==> config.mk <==
export PLATFORM = sky130hd
export DESIGN_NAME = round_robin_task_scheduler_core
export DESIGN_NICKNAME = d
export VERILOG_FILES = /design/src/design/rrts_pkg.sv /design/src/design/round_robin_task_scheduler_core.sv /design/src/design/rrts_ram.sv /design/src/design/rrts_ctrl.sv
export VERILOG_INCLUDE_DIRS = /design/src /design/src/design
export SDC_FILE = /design/constraint.sdc
export NUM_CORES = 2
export LEC_CHECK = 0
export ABC_AREA = 1
export BUFFER_PORTS_ARGS = -buffer_cell sky130_fd_sc_hd__buf_2
export CAP_MARGIN = 5
export CELL_PAD_IN_SITES_DETAIL_PLACEMENT = 0
export CELL_PAD_IN_SITES_GLOBAL_PLACEMENT = 1
export CORE_AREA = 2 2 360 362
export CTS_BUF_LIST = sky130_fd_sc_hd__clkbuf_4 sky130_fd_sc_hd__clkbuf_8
export DETAILED_ROUTE_END_ITERATION = 8
export DIE_AREA = 0 0 362 364
export PLACE_DENSITY = 0.69
export SKIP_LAST_GASP = 1
export SYNTH_ARGS = -nofsm -noshare
export SYNTH_HDL_FRONTEND = slang
export SYNTH_SLANG_ARGS = --single-unit
==> constraint.sdc <==
create_clock -name clk -period 4.4 [get_ports clk]
set_input_delay 0.44 -clock clk [delete_from_list [all_inputs] [get_ports clk]]
set_output_delay 0.44 -clock clk [all_outputs]
set_load 0.05 [all_outputs]
==> src/design/round_robin_task_scheduler_core_defines.svh <==
// Assertion macros for the scheduler RTL.
`ifndef ROUND_ROBIN_TASK_SCHEDULER_CORE_DEFINES_SVH
`define ROUND_ROBIN_TASK_SCHEDULER_CORE_DEFINES_SVH

`ifndef SYNTHESIS
// Check a property on every clock edge outside reset.
`define RRTS_ASSERT(lbl, prop, msg) \
  lbl: assert property (@(posedge clk) disable iff (!rst_n) (prop)) else $error(msg);
// Check a property on every clock edge, reset included.
`define RRTS_ASSERT_RST(lbl, prop, msg) \
  lbl: assert property (@(posedge clk) (prop)) else $error(msg);
`else
`define RRTS_ASSERT(lbl, prop, msg)
`define RRTS_ASSERT_RST(lbl, prop, msg)
`endif

`endif

==> src/design/rrts_pkg.sv <==
// Types, sizes and codes shared by the round-robin task scheduler.
package rrts_pkg;

  localparam int TASK_SLOTS = 64;
  localparam int SLOT_W     = $clog2(TASK_SLOTS);
  localparam int CNT_W      = $clog2(TASK_SLOTS + 1);

  localparam int OP_W     = 3;
  localparam int HANDLE_W = 16;
  localparam int BITS_W   = 2;
  localparam int STATUS_W = 3;
  localparam int TID_W    = 6;
  localparam int WOKEN_W  = 7;

  typedef enum logic [OP_W-1:0] {
    OP_SPAWN    = 3'd0,
    OP_YIELD    = 3'd1,
    OP_BLOCK    = 3'd2,
    OP_FINISH   = 3'd3,
    OP_EVENT    = 3'd4,
    OP_DISPATCH = 3'd5
  } op_t;

  typedef enum logic [STATUS_W-1:0] {
    STS_OK       = 3'd0,
    STS_FULL     = 3'd1,
    STS_NO_TASK  = 3'd2,
    STS_BUSY     = 3'd3,
    STS_WAIT_IO  = 3'd4,
    STS_ALL_DONE = 3'd5
  } status_t;

  typedef enum logic [1:0] {
    SL_FREE    = 2'd0,
    SL_READY   = 2'd1,
    SL_RUNNING = 2'd2,
    SL_BLOCKED = 2'd3
  } slot_state_t;

  typedef enum logic [1:0] {
    S_CLEAR,
    S_IDLE,
    S_SCAN,
    S_FINISH
  } fsm_state_t;

  typedef struct packed {
    slot_state_t         st;
    logic [HANDLE_W-1:0] handle;
    logic [BITS_W-1:0]   mask;
  } slot_entry_t;

  localparam int ENTRY_W = $bits(slot_entry_t);

  typedef struct packed {
    logic [OP_W-1:0]     op;
    logic [HANDLE_W-1:0] io_handle;
    logic [BITS_W-1:0]   want_bits;
    logic [BITS_W-1:0]   ready_bits;
    logic                io_error;
  } sched_req_t;

  typedef struct packed {
    logic               done;
    status_t            status;
    logic [TID_W-1:0]   task_id;
    logic [WOKEN_W-1:0] woken_count;
  } sched_res_t;

  typedef struct packed {
    logic              we;
    logic [SLOT_W-1:0] addr;
    slot_entry_t       data;
  } ram_wr_t;

  typedef struct packed {
    logic              re;
    logic [SLOT_W-1:0] addr;
  } ram_rd_t;

endpackage

==> src/design/round_robin_task_scheduler_core.sv <==
// Top level of the round-robin task scheduler: slot table RAM, sequencer, result register.
//
// Usage:
//   Command channel: drive in_op and its fields with start high; the command
//   transfer happens at a rising edge where start is high and busy is low.
//   One command is in flight at a time; busy stays high until its result
//   has been issued.
//   Result channel: out_valid pulses for exactly one cycle with out_status,
//   out_task_id and out_woken_count. The receiver cannot stall, so capture
//   the result in the strobe cycle.
//   Command flow: yield, block, finish, rejected commands and unused op codes
//   go from idle straight to the finish state. Spawn, io ready event and dispatch scan
//   the slot table through the RAM read port, one slot per cycle; spawn and
//   dispatch stop at the first slot they find, an io ready event reads every
//   slot, and a scan that finds nothing runs to the end of the table.
//   Commands can follow one another once busy drops.
//   Reset: synchronous, active low. After reset a clearing pass writes every
//   slot free, one slot per cycle, with busy high; then no task runs and the
//   round-robin cursor is at slot zero.
module round_robin_task_scheduler_core (
  input  logic                            clk,
  input  logic                            rst_n,
  input  logic                            start,
  output logic                            busy,
  input  logic [rrts_pkg::OP_W-1:0]       in_op,
  input  logic [rrts_pkg::HANDLE_W-1:0]   in_io_handle,
  input  logic [rrts_pkg::BITS_W-1:0]     in_want_bits,
  input  logic [rrts_pkg::BITS_W-1:0]     in_ready_bits,
  input  logic                            in_io_error,
  output logic                            out_valid,
  output logic [rrts_pkg::STATUS_W-1:0]   out_status,
  output logic [rrts_pkg::TID_W-1:0]      out_task_id,
  output logic [rrts_pkg::WOKEN_W-1:0]    out_woken_count
);

  rrts_pkg::sched_req_t  req;
  rrts_pkg::sched_res_t  res;
  rrts_pkg::ram_wr_t     ram_wr;
  rrts_pkg::ram_rd_t     ram_rd;
  rrts_pkg::slot_entry_t ram_rdata;

  logic                              out_valid_r;
  logic [rrts_pkg::STATUS_W-1:0]     out_status_r;
  logic [rrts_pkg::TID_W-1:0]        out_task_id_r;
  logic [rrts_pkg::WOKEN_W-1:0]      out_woken_count_r;

  // Bundle the command fields for the sequencer.
  always_comb begin
    req.op         = in_op;
    req.io_handle  = in_io_handle;
    req.want_bits  = in_want_bits;
    req.ready_bits = in_ready_bits;
    req.io_error   = in_io_error;
  end

  // Slot table: state, wait handle and wanted bits of each slot in one word.
  rrts_ram #(
    .WIDTH(rrts_pkg::ENTRY_W),
    .DEPTH(rrts_pkg::TASK_SLOTS)
  ) u_slot_ram (
    .clk  (clk),
    .we   (ram_wr.we),
    .waddr(ram_wr.addr),
    .wdata(ram_wr.data),
    .re   (ram_rd.re),
    .raddr(ram_rd.addr),
    .rdata(ram_rdata)
  );

  rrts_ctrl u_ctrl (
    .clk      (clk),
    .rst_n    (rst_n),
    .start    (start),
    .req      (req),
    .busy     (busy),
    .res      (res),
    .ram_wr   (ram_wr),
    .ram_rd   (ram_rd),
    .ram_rdata(ram_rdata)
  );

  // Hold the strobe for one cycle only; drop it on reset.
  always_ff @(posedge clk) begin
    if (!rst_n) begin
      out_valid_r <= 1'b0;
    end else begin
      out_valid_r <= res.done;
    end
  end

  // Capture the result fields when the sequencer finishes a command.
  always_ff @(posedge clk) begin
    if (res.done) begin
      out_status_r      <= res.status;
      out_task_id_r     <= res.task_id;
      out_woken_count_r <= res.woken_count;
    end
  end

  assign out_valid       = out_valid_r;
  assign out_status      = out_status_r;
  assign out_task_id     = out_task_id_r;
  assign out_woken_count = out_woken_count_r;

endmodule

==> src/design/rrts_ram.sv <==
// Generic simple dual-port RAM with registered read data.
module rrts_ram #(
  parameter int WIDTH = 8,
  parameter int DEPTH = 16
) (
  input  logic                     clk,
  input  logic                     we,
  input  logic [$clog2(DEPTH)-1:0] waddr,
  input  logic [WIDTH-1:0]         wdata,
  input  logic                     re,
  input  logic [$clog2(DEPTH)-1:0] raddr,
  output logic [WIDTH-1:0]         rdata
);

  logic [WIDTH-1:0] mem [DEPTH];

  always_ff @(posedge clk) begin
    if (we) begin
      mem[waddr] <= wdata;
    end
  end

  always_ff @(posedge clk) begin
    if (re) begin
      rdata <= mem[raddr];
    end
  end

endmodule

==> src/design/rrts_ctrl.sv <==
// Scheduler sequencer: table clearing, operation decode and slot table scans.
`include "round_robin_task_scheduler_core_defines.svh"

module rrts_ctrl (
  input  logic                 clk,
  input  logic                 rst_n,
  input  logic                 start,
  input  rrts_pkg::sched_req_t req,
  output logic                 busy,
  output rrts_pkg::sched_res_t res,
  output rrts_pkg::ram_wr_t    ram_wr,
  output rrts_pkg::ram_rd_t    ram_rd,
  input  rrts_pkg::slot_entry_t ram_rdata
);

  localparam int N      = rrts_pkg::TASK_SLOTS;
  localparam int SLOT_W = rrts_pkg::SLOT_W;
  localparam int CNT_W  = rrts_pkg::CNT_W;

  rrts_pkg::fsm_state_t state_r, state_nxt;

  logic [SLOT_W-1:0]   clr_r, clr_nxt;
  rrts_pkg::op_t       op_r, op_nxt;
  logic [rrts_pkg::HANDLE_W-1:0] handle_r, handle_nxt;
  logic [rrts_pkg::BITS_W-1:0]   ready_r, ready_nxt;
  logic                err_r, err_nxt;
  rrts_pkg::status_t   status_r, status_nxt;
  logic [SLOT_W-1:0]   tid_r, tid_nxt;
  logic [CNT_W-1:0]    woken_r, woken_nxt;
  logic                any_blk_r, any_blk_nxt;
  logic [CNT_W-1:0]    iss_cnt_r, iss_cnt_nxt;
  logic [SLOT_W-1:0]   base_r, base_nxt;
  logic                rd_vld_r, rd_vld_nxt;
  logic [SLOT_W-1:0]   rd_addr_r, rd_addr_nxt;
  logic                cur_valid_r, cur_valid_nxt;
  logic [SLOT_W-1:0]   cur_slot_r, cur_slot_nxt;
  logic [SLOT_W-1:0]   cursor_r, cursor_nxt;

  rrts_pkg::op_t     in_op;
  logic              accept;
  logic              hit;
  logic              wake;
  logic              issue;
  logic              scan_end;
  logic [SLOT_W:0]   addr_sum;
  logic [SLOT_W-1:0] scan_addr;
  logic [SLOT_W-1:0] cursor_inc;

  assign in_op  = rrts_pkg::op_t'(req.op);
  assign busy   = (state_r != rrts_pkg::S_IDLE);
  assign accept = start && (state_r == rrts_pkg::S_IDLE);

  // Scan evaluation: address of the next read and checks on returned data.
  always_comb begin
    addr_sum = {1'b0, base_r} + {1'b0, iss_cnt_r[SLOT_W-1:0]};
    if (addr_sum >= (SLOT_W+1)'(N)) begin
      addr_sum = addr_sum - (SLOT_W+1)'(N);
    end
    scan_addr  = addr_sum[SLOT_W-1:0];
    cursor_inc = (rd_addr_r == SLOT_W'(N - 1)) ? '0 : rd_addr_r + 1'b1;

    hit = (state_r == rrts_pkg::S_SCAN) && rd_vld_r &&
          (((op_r == rrts_pkg::OP_SPAWN) && (ram_rdata.st == rrts_pkg::SL_FREE)) ||
           ((op_r == rrts_pkg::OP_DISPATCH) && (ram_rdata.st == rrts_pkg::SL_READY)));
    wake = (state_r == rrts_pkg::S_SCAN) && rd_vld_r && (op_r == rrts_pkg::OP_EVENT) &&
           (ram_rdata.st == rrts_pkg::SL_BLOCKED) && (ram_rdata.handle == handle_r) &&
           (err_r || ((ram_rdata.mask & ready_r) != '0));
    issue    = (state_r == rrts_pkg::S_SCAN) && (iss_cnt_r < CNT_W'(N)) && !hit;
    scan_end = (state_r == rrts_pkg::S_SCAN) && (iss_cnt_r == CNT_W'(N)) && !rd_vld_r;
  end

  // Next state
  always_comb begin
    state_nxt = state_r;
    unique case (state_r)
      rrts_pkg::S_CLEAR: begin
        if (clr_r == SLOT_W'(N - 1)) begin
          state_nxt = rrts_pkg::S_IDLE;
        end
      end
      rrts_pkg::S_IDLE: begin
        if (accept) begin
          unique case (in_op) inside
            rrts_pkg::OP_SPAWN, rrts_pkg::OP_EVENT: state_nxt = rrts_pkg::S_SCAN;
            rrts_pkg::OP_DISPATCH: begin
              state_nxt = cur_valid_r ? rrts_pkg::S_FINISH : rrts_pkg::S_SCAN;
            end
            default: state_nxt = rrts_pkg::S_FINISH;
          endcase
        end
      end
      rrts_pkg::S_SCAN: begin
        if (hit || scan_end) begin
          state_nxt = rrts_pkg::S_FINISH;
        end
      end
      rrts_pkg::S_FINISH: state_nxt = rrts_pkg::S_IDLE;
      default: state_nxt = rrts_pkg::S_IDLE;
    endcase
  end

  // Datapath and memory port control
  always_comb begin
    clr_nxt       = clr_r;
    op_nxt        = op_r;
    handle_nxt    = handle_r;
    ready_nxt     = ready_r;
    err_nxt       = err_r;
    status_nxt    = status_r;
    tid_nxt       = tid_r;
    woken_nxt     = woken_r;
    any_blk_nxt   = any_blk_r;
    iss_cnt_nxt   = iss_cnt_r;
    base_nxt      = base_r;
    rd_vld_nxt    = 1'b0;
    rd_addr_nxt   = rd_addr_r;
    cur_valid_nxt = cur_valid_r;
    cur_slot_nxt  = cur_slot_r;
    cursor_nxt    = cursor_r;
    ram_wr        = '0;
    ram_rd        = '0;

    unique case (state_r)
      rrts_pkg::S_CLEAR: begin
        ram_wr.we          = 1'b1;
        ram_wr.addr        = clr_r;
        ram_wr.data.st     = rrts_pkg::SL_FREE;
        ram_wr.data.handle = '0;
        ram_wr.data.mask   = '0;
        clr_nxt            = clr_r + 1'b1;
      end
      rrts_pkg::S_IDLE: begin
        if (accept) begin
          op_nxt      = in_op;
          handle_nxt  = req.io_handle;
          ready_nxt   = req.ready_bits;
          err_nxt     = req.io_error;
          status_nxt  = rrts_pkg::STS_OK;
          tid_nxt     = '0;
          woken_nxt   = '0;
          any_blk_nxt = 1'b0;
          iss_cnt_nxt = '0;
          base_nxt    = (in_op == rrts_pkg::OP_DISPATCH) ? cursor_r : '0;
          unique case (in_op) inside
            rrts_pkg::OP_YIELD, rrts_pkg::OP_BLOCK, rrts_pkg::OP_FINISH: begin
              if (!cur_valid_r) begin
                status_nxt = rrts_pkg::STS_NO_TASK;
              end else begin
                ram_wr.we          = 1'b1;
                ram_wr.addr        = cur_slot_r;
                ram_wr.data.handle = req.io_handle;
                ram_wr.data.mask   = req.want_bits;
                if (in_op == rrts_pkg::OP_YIELD) begin
                  ram_wr.data.st = rrts_pkg::SL_READY;
                end else if (in_op == rrts_pkg::OP_BLOCK) begin
                  ram_wr.data.st = rrts_pkg::SL_BLOCKED;
                end else begin
                  ram_wr.data.st = rrts_pkg::SL_FREE;
                end
                cur_valid_nxt = 1'b0;
              end
            end
            rrts_pkg::OP_DISPATCH: begin
              if (cur_valid_r) begin
                status_nxt = rrts_pkg::STS_BUSY;
              end
            end
            default: ;
          endcase
        end
      end
      rrts_pkg::S_SCAN: begin
        ram_rd.re   = issue;
        ram_rd.addr = scan_addr;
        rd_vld_nxt  = issue;
        rd_addr_nxt = scan_addr;
        if (issue) begin
          iss_cnt_nxt = iss_cnt_r + 1'b1;
        end
        // Each entry is read once per scan, so write-back never meets a read.
        if (wake) begin
          ram_wr.we      = 1'b1;
          ram_wr.addr    = rd_addr_r;
          ram_wr.data    = ram_rdata;
          ram_wr.data.st = rrts_pkg::SL_READY;
          woken_nxt      = woken_r + 1'b1;
        end
        if (rd_vld_r && (op_r == rrts_pkg::OP_DISPATCH) &&
            (ram_rdata.st == rrts_pkg::SL_BLOCKED)) begin
          any_blk_nxt = 1'b1;
        end
        if (hit) begin
          ram_wr.we   = 1'b1;
          ram_wr.addr = rd_addr_r;
          tid_nxt     = rd_addr_r;
          if (op_r == rrts_pkg::OP_SPAWN) begin
            ram_wr.data.st     = rrts_pkg::SL_READY;
            ram_wr.data.handle = handle_r;
            ram_wr.data.mask   = '0;
          end else begin
            ram_wr.data    = ram_rdata;
            ram_wr.data.st = rrts_pkg::SL_RUNNING;
            cur_valid_nxt  = 1'b1;
            cur_slot_nxt   = rd_addr_r;
            cursor_nxt     = cursor_inc;
          end
        end
        if (scan_end) begin
          if (op_r == rrts_pkg::OP_SPAWN) begin
            status_nxt = rrts_pkg::STS_FULL;
          end else if (op_r == rrts_pkg::OP_DISPATCH) begin
            status_nxt = any_blk_r ? rrts_pkg::STS_WAIT_IO : rrts_pkg::STS_ALL_DONE;
          end
        end
      end
      rrts_pkg::S_FINISH: ;
      default: ;
    endcase
  end

  always_comb begin
    res.done        = (state_r == rrts_pkg::S_FINISH);
    res.status      = status_r;
    res.task_id     = rrts_pkg::TID_W'(tid_r);
    res.woken_count = rrts_pkg::WOKEN_W'(woken_r);
  end

  always_ff @(posedge clk) begin
    if (!rst_n) begin
      state_r     <= rrts_pkg::S_CLEAR;
      clr_r       <= '0;
      iss_cnt_r   <= '0;
      rd_vld_r    <= 1'b0;
      cur_valid_r <= 1'b0;
      cur_slot_r  <= '0;
      cursor_r    <= '0;
    end else begin
      state_r     <= state_nxt;
      clr_r       <= clr_nxt;
      iss_cnt_r   <= iss_cnt_nxt;
      rd_vld_r    <= rd_vld_nxt;
      cur_valid_r <= cur_valid_nxt;
      cur_slot_r  <= cur_slot_nxt;
      cursor_r    <= cursor_nxt;
    end
  end

  always_ff @(posedge clk) begin
    op_r      <= op_nxt;
    handle_r  <= handle_nxt;
    ready_r   <= ready_nxt;
    err_r     <= err_nxt;
    status_r  <= status_nxt;
    tid_r     <= tid_nxt;
    woken_r   <= woken_nxt;
    any_blk_r <= any_blk_nxt;
    base_r    <= base_nxt;
    rd_addr_r <= rd_addr_nxt;
  end

  `RRTS_ASSERT(a_no_rw_same_entry, (ram_wr.we && ram_rd.re) |-> (ram_wr.addr != ram_rd.addr), "read and write hit the same slot")
  `RRTS_ASSERT(a_run_from_dispatch, $rose(cur_valid_r) |-> ($past(state_r) == rrts_pkg::S_SCAN && $past(op_r) == rrts_pkg::OP_DISPATCH), "task started outside a dispatch scan")
  `RRTS_ASSERT(a_done_to_idle, res.done |=> (state_r == rrts_pkg::S_IDLE), "result not followed by idle")
  `RRTS_ASSERT(a_issue_bound, iss_cnt_r <= CNT_W'(N), "scan issued past the table")
  `RRTS_ASSERT_RST(a_reset_clears, !rst_n |=> (state_r == rrts_pkg::S_CLEAR), "reset did not start table clearing")

endmodule

---- Yosys cells after proc, flatten, opt, wreduce, memory -nomap -nowiden ----
Memories as Yosys holds them, arrays and structs flattened. A register that Yosys moved wholly into a read port is not among the register bits.
Cells that the tools add are included.
operators by class
  add/sub/neg operators ................... 6
  magnitude comparators ................... 2
  equality and inequality tests ........... 28
  multiplexer cells ....................... 45
  bitwise gates (word level) .............. 2
  reduce and logical (&&, ||, !) cells .... 38
operators by type and width
  kind                 count
  $mux 27              5
  $pmux 27 s3          1
  $mux 7               4
  $pmux 7 s2           2
  $mux 6               4
  $mux 20              1
  $reduce_and 3->1     6
  $eq 16x16->1         1
  $logic_and 1x1->1    15
  $add 7x1->7 const B  2
  $mux 2               7
  $ne 2x1->1 const B   7
  $add 6x1->6 const B  2
  $eq 3x3->1 const B   4
  $eq 6x6->1 const B   2
  $mux 3               4
  $pmux 3 s2           2
  $pmux 6 s2           1
  $mux 1               10
  $ne 2x2->1 const B   4
  $pmux 2 s4           1
  $add 6x6->7          1
  $eq 7x7->1 const B   1
  $ge 7x7->1 const B   1
  other kinds (21)     33
word-level totals
  register bits after elaboration ......... 97
  RAM bits ................................ 1280
  logic and storage cells ................. 143
  memories ................................ 1
memories
  name            depth  width  read ports  clocked after memory_dff  write ports  line            source
  u_slot_ram.mem  64     20     1           1                         1            rrts_ram.sv:15  logic [WIDTH-1:0] mem [DEPTH];

---- Longest topological paths before layout ----
  depth in word-level cells ............... 11
  gate-level depth with buffers ........... 16
  depth with buffers taken out ............ 14

---- Hierarchy ----
Synthesis repeated with hierarchy kept, for this count alone.
second synthesis, totals
  cells, all modules ...................... 5073
  area, all modules ....................... 57752.9 sq um
modules (own cells, without submodules)
  module                           times used  cells an instance  area each (sq um)
  rrts_ram                         1           4373               52323.9
  rrts_ctrl                        1           681                4921.0
  round_robin_task_scheduler_core  1           19                 508.0

---- Least setup slack after synthesis ----
No wires, ideal clock.
  path type ............................... register to register
  start ................................... register u_ctrl.state_r[0]
  end ..................................... memory u_slot_ram.mem[0][19] in the netlist's numbering, data pin
  data arrival time ....................... 3.422 ns
  slack ................................... 0.430 ns
  cell stages (with the launch flop) ...... 10
  buffers on the path ..................... 1
  clock period less this slack ............ 3.970 ns
  cells stage by stage .................... dfxtp_1 > inv_1 > ha_1 > inv_2 > nor3_2 > o211ai_4 > inv_1 > nand2_1 > clkbuf_1 > a21oi_1
RTL lines
  element                   line              source
  start: declaration        rrts_ctrl.sv:20   rrts_pkg::fsm_state_t state_r, state_nxt;
  start signal: assignment  rrts_ctrl.sv:230  state_r <= rrts_pkg::S_CLEAR;
  start signal: assignment  rrts_ctrl.sv:238  state_r <= state_nxt;
  end: declaration          rrts_ram.sv:15

---- Worst setup path in the final report ----
  start ................................... register u_ctrl.base_r[0]
  end ..................................... register u_slot_ram.rdata[5] (read register of u_slot_ram.mem), data pin
on the way
  cells in the longest elaborated chain, start to end .. 4
ends and longest elaborated chain
  element                                           line                              source
  start: declaration                                rrts_ctrl.sv:32                   logic [SLOT_W-1:0] base_r, base_nxt;
  start signal: assignment                          rrts_ctrl.sv:257                  base_r <= base_nxt;
  $add 6x6->7 *                                     rrts_ctrl.sv:55                   addr_sum = {1'b0, base_r} + {1'b0, iss_cnt_r[SLOT_W-1:0]};
  $sub 6x1->6 / $ge 7x7->1 (equally long branches)  rrts_ctrl.sv:57, rrts_ctrl.sv:56
  $mux 6 *                                          rrts_ctrl.sv:56                   if (addr_sum >= (SLOT_W+1)'(N)) begin
  via u_ctrl.addr_sum[2]                            rrts_ctrl.sv:45                   logic [SLOT_W:0] addr_sum;
  $mux 7 *                                          rrts_ctrl.sv:123                  unique case (state_r)
  end: declaration                                  rrts_ram.sv:12                    output logic [WIDTH-1:0] rdata
The timed path passes the listed nets; every way through them passes the cells marked *.
A chain may end at the register's enable or synchronous reset.

==> flow_metrics.env <==
export IMPL_clock_latency_ns=0.96
export IMPL_hold_violations=0
export IMPL_cts_buffers=223
export IMPL_clock_sinks=1397
export IMPL_cts_tree="built"
export IMPL_gp_congestion=0.856
export IMPL_min_path_type="input port to flip-flop"
export IMPL_critPathLaunchType="flip-flop"
export IMPL_hold_start="in_io_handle[9]"
export IMPL_cp_end_kind="flip-flop"
export IMPL_drive_gt1_frac=0.136
export IMPL_dieArea_um2=132000
export IMPL_gr_total_overflow=0
export IMPL_worstSetupPathType="flip-flop to flip-flop"
export IMPL_placementRows=132
export IMPL_synth_compound_area_frac=0.0823
export IMPL_synth_cells=4713
export IMPL_drt_initial_drc_count=4226
export IMPL_crit_fanout=32
export IMPL_synth_net_count=4756
export IMPL_synth_seq_cells=1397
export IMPL_grt_use_met3=0.0514
export IMPL_wl_per_cell_um=25.8
export IMPL_track_usage=0.262
export IMPL_pwr_density_cell_nw_per_um2=450
export IMPL_final_core_util=0.505
export IMPL_synth_top_family_by_area="simple AND/OR/NAND/NOR gates"
export IMPL_synthAdderAreaFrac=0.00364
export IMPL_slew_viol_final=0
export IMPL_dp_hpwl_um=99400
export IMPL_status="finished, final reports clean"
export IMPL_dr_pass1_iters=6
export IMPL_netlist_area_um2=57000
export IMPL_synthSimpleGateAreaFrac=0.152
export IMPL_setup_tns_ns=0
export IMPL_ir_worst_vdd_v=0.000440
export IMPL_yosysSeqAreaShare=0.730
export IMPL_cp_required_ns=5.21
export IMPL_antenna_left=0
export IMPL_grt_max_degree=112
export IMPL_finalCritPeriodShare=0.860
export IMPL_synth_cell_types=55
export IMPL_core_area_um2=128000
export IMPL_cts_max_level=4
export IMPL_clk_pin_slew_worst_paths_ns=0.06
export IMPL_area_growth_syn_to_layout_pct=13.7
export IMPL_setup_violations=0
export IMPL_grtUsageMet2=0.415
export IMPL_grt_pass1_vias=36700
export IMPL_busiest_layer="met2"
export IMPL_totalWireLength_um=174000
export IMPL_fin_worst_skew_ns=0.0676
export IMPL_start_util=0.444
export IMPL_clock_root_buffer="clkbuf_8"
export IMPL_ys_warn_count=0
export IMPL_post_cts_resized=0
export IMPL_crit_start="u_ctrl.base_r[0]"
export IMPL_die_w_um=362
export IMPL_vias_per_cell=5.70
export IMPL_rsz0062_at_grt="false"
export IMPL_grt_pass1_wl_um=253000
export IMPL_fmax_mhz=264
export IMPL_die_h_um=364
export IMPL_tightest_slew_ns=1.13
export IMPL_io_pins=45
export IMPL_vias=38400
export IMPL_syn_avg_cell_area_um2=12.1
export IMPL_grt_use_met1=0.365
export IMPL_layout_nets=4931
export IMPL_antenna_found_initial=12
export IMPL_synth_xor_area_frac=0.00184
export IMPL_crit_arrival_ns=4.60
export IMPL_numPortBuffers=44
export IMPL_leakagePower_uw=0.0224
export IMPL_clock_tree_buffer_depth=3
export IMPL_cts_setup_buffers=0
export IMPL_drc=0
export IMPL_drv_cap=0
export IMPL_min_period_ns=3.78
export IMPL_slew_headroom=0.243
export IMPL_synth_area_mux_share=0.000175
export IMPL_r2r_start="u_ctrl.base_r[0]"
where the power goes:
part | internal [µW] | switching [µW] | leakage [µW] | total [µW]
clock | 5700 | 5250 | 0.00230 | 10900
sequential | 15000 | 154 | 0.0129 | 15100
combinational | 874 | 2270 | 0.00728 | 3140
per-layer routing:
metal  wire length [µm]  part of all wire
met2              81500              0.47
met4               4960             0.028
met1              73000              0.42
met5                 49           0.00028
met3              14500             0.083
Yosys cell counts, drive strengths merged:
library cell | instances | area, µm²
edfxtp | 1367 | 41000
nor2 | 1156 | 4380
nand2 | 551 | 2130
nand3 | 357 | 1900
o21ai | 351 | 1760
o31ai | 215 | 1610
buf | 154 | 749
clkbuf | 134 | 503
inv | 117 | 439
o22ai | 73 | 457
a21oi | 58 | 298
dfxtp | 30 | 601
nor3 | 30 | 155
o211ai | 27 | 216
o21a | 18 | 135
ha | 15 | 188
or2 | 8 | 50.0
o221ai | 7 | 61.3
xor2 | 7 | 61.3
a211oi | 5 | 37.5
nand4 | 5 | 31.3
xnor2 | 5 | 43.8
clkinv | 4 | 16.3
o311ai | 4 | 35.0
a32oi | 2 | 17.5
nor4 | 2 | 12.5
a21boi | 1 | 7.51
a221oi | 1 | 8.76
a2bb2oi | 1 | 8.76
a31o | 1 | 8.76
a31oi | 1 | 6.26
fa | 1 | 20.0
mux2i | 1 | 10.0
nand3b | 1 | 7.51
o31a | 1 | 8.76
o32ai | 1 | 8.76
o41ai | 1 | 8.76
sequential cells by signal (all words and copies together) (netlist names):
name / cells
u_ctrl.cur_slot_r: 6
u_ctrl.cursor_r: 6
u_ctrl.base_r: 6
u_slot_ram.rdata: 20
u_slot_ram.mem: 1280
u_ctrl.woken_r: 7
u_ctrl.ready_r: 2
u_ctrl.cur_valid_r: 1
u_ctrl.iss_cnt_r: 7
out_task_id: 6
out_valid: 1
u_ctrl.rd_vld_r: 1
u_ctrl.state_r: 2
u_ctrl.handle_r: 16
u_ctrl.status_r: 3
u_ctrl.rd_addr_r: 6
u_ctrl.any_blk_r: 1
out_status: 3
out_woken_count: 7
u_ctrl.clr_r: 6
u_ctrl.tid_r: 6
u_ctrl.err_r: 1
u_ctrl.op_r: 3
timing repair:
action                                 4_1_cts  5_1_grt
hold buffers                                24        0
endpoints found under the hold margin       38        0
setup endpoints to repair                    0        0
metrics by stage:
stage / area (µm²) / setup WS (ns) / power [µW] / cells / hold WS [ns]
CTS: 64900 / 0.638 / 29400 / 6746 / 0.119
finish: 64900 / 0.615 / 29200 / 6749 / 0.229
floorplan: 57000 / 0.430 / 17200 / 4713 / 0.400
global route: 64900 / 0.288 / 30200 / 6747 / 0.185
global placement: 60300 / 0.621 / 18500 / 6314 / 0.403
detailed placement: 60300 / 0.654 / 18500 / 6314 / 0.405
cell usage in the layout, fill, tap and decap left out, types with 4 or more instances in the layout:
master / netlist / layout
clkinv_1: 3 / 68
inv_6: 0 / 5
o21ai_0: 328 / 328
o22ai_1: 73 / 73
nor2_1: 1150 / 1085
nand2_1: 541 / 538
dfxtp_1: 30 / 30
a21oi_4: 0 / 4
inv_2: 5 / 19
buf_4: 2 / 119
inv_1: 112 / 95
nand3_2: 7 / 7
o221ai_1: 7 / 7
inv_8: 0 / 5
nand4_1: 5 / 5
clkbuf_8: 0 / 225
a211oi_1: 5 / 5
xor2_1: 7 / 7
a21oi_1: 56 / 52
o31ai_1: 215 / 215
nor2_2: 2 / 65
or2_0: 4 / 4
nand3_1: 344 / 344
nand3_4: 6 / 6
buf_12: 0 / 51
dlygate4sd3_1: 0 / 24
edfxtp_1: 1367 / 1367
xnor2_1: 5 / 5
nand2_4: 7 / 10
o21a_1: 18 / 18
nor2_4: 3 / 5
nor3_1: 29 / 29
o211ai_1: 26 / 26
clkbuf_4: 0 / 67
buf_2: 131 / 44
bufinv_16: 0 / 6
o21ai_1: 23 / 23
clkinv_2: 1 / 33
ha_1: 15 / 14
worst max-delay path, cell delays in order, from the launching register on:
cell and delay [ns]:
edfxtp_1 0.41, ha_4 0.19, fa_1 0.37, nand2_1 0.07, inv_1 0.04, nor2_1 0.21
nand2_4 0.23, inv_6 0.36, buf_4 0.46, nand3_1 0.15, nand3_1 0.15, nand3_1 0.39
nand3_1 0.40, o21a_1 0.19
final cells by class:
type                    count  area [µm²]
diodes                      3        7.51
clock buffers             292        3600
clock inverters           116         724
fillers                 11200       63500
inverters                 121         475
multi-input cells        2907       13900
flip-flops and latches   1397       41600
well taps                1675        2100
repair buffers            238        2370
final timing paths:
| kind | to | slack [ns] | depth (start not counted) |
|---|---|---|---|
| worst max register to register | u_slot_ram.rdata[5] | 0.62 | 13 |
| worst min register to register | out_status[1] | 0.41 | 0 |
| worst max-delay path | u_slot_ram.rdata[5] | 0.62 | 13 |
| worst min-delay path | u_ctrl.handle_r[9] | 0.23 | 2 |
kinds of logic after synthesis:
group | after synthesis
xor gates and xnor gates | 12
adders and majority gates | 16
muxes | 1
AOI/OAI and AO/OA | 768
DFF | 1397
and+or+nand+nor | 2110
buffers and inverters | 409
Note: power is estimated with default switching activity, not from simulation.
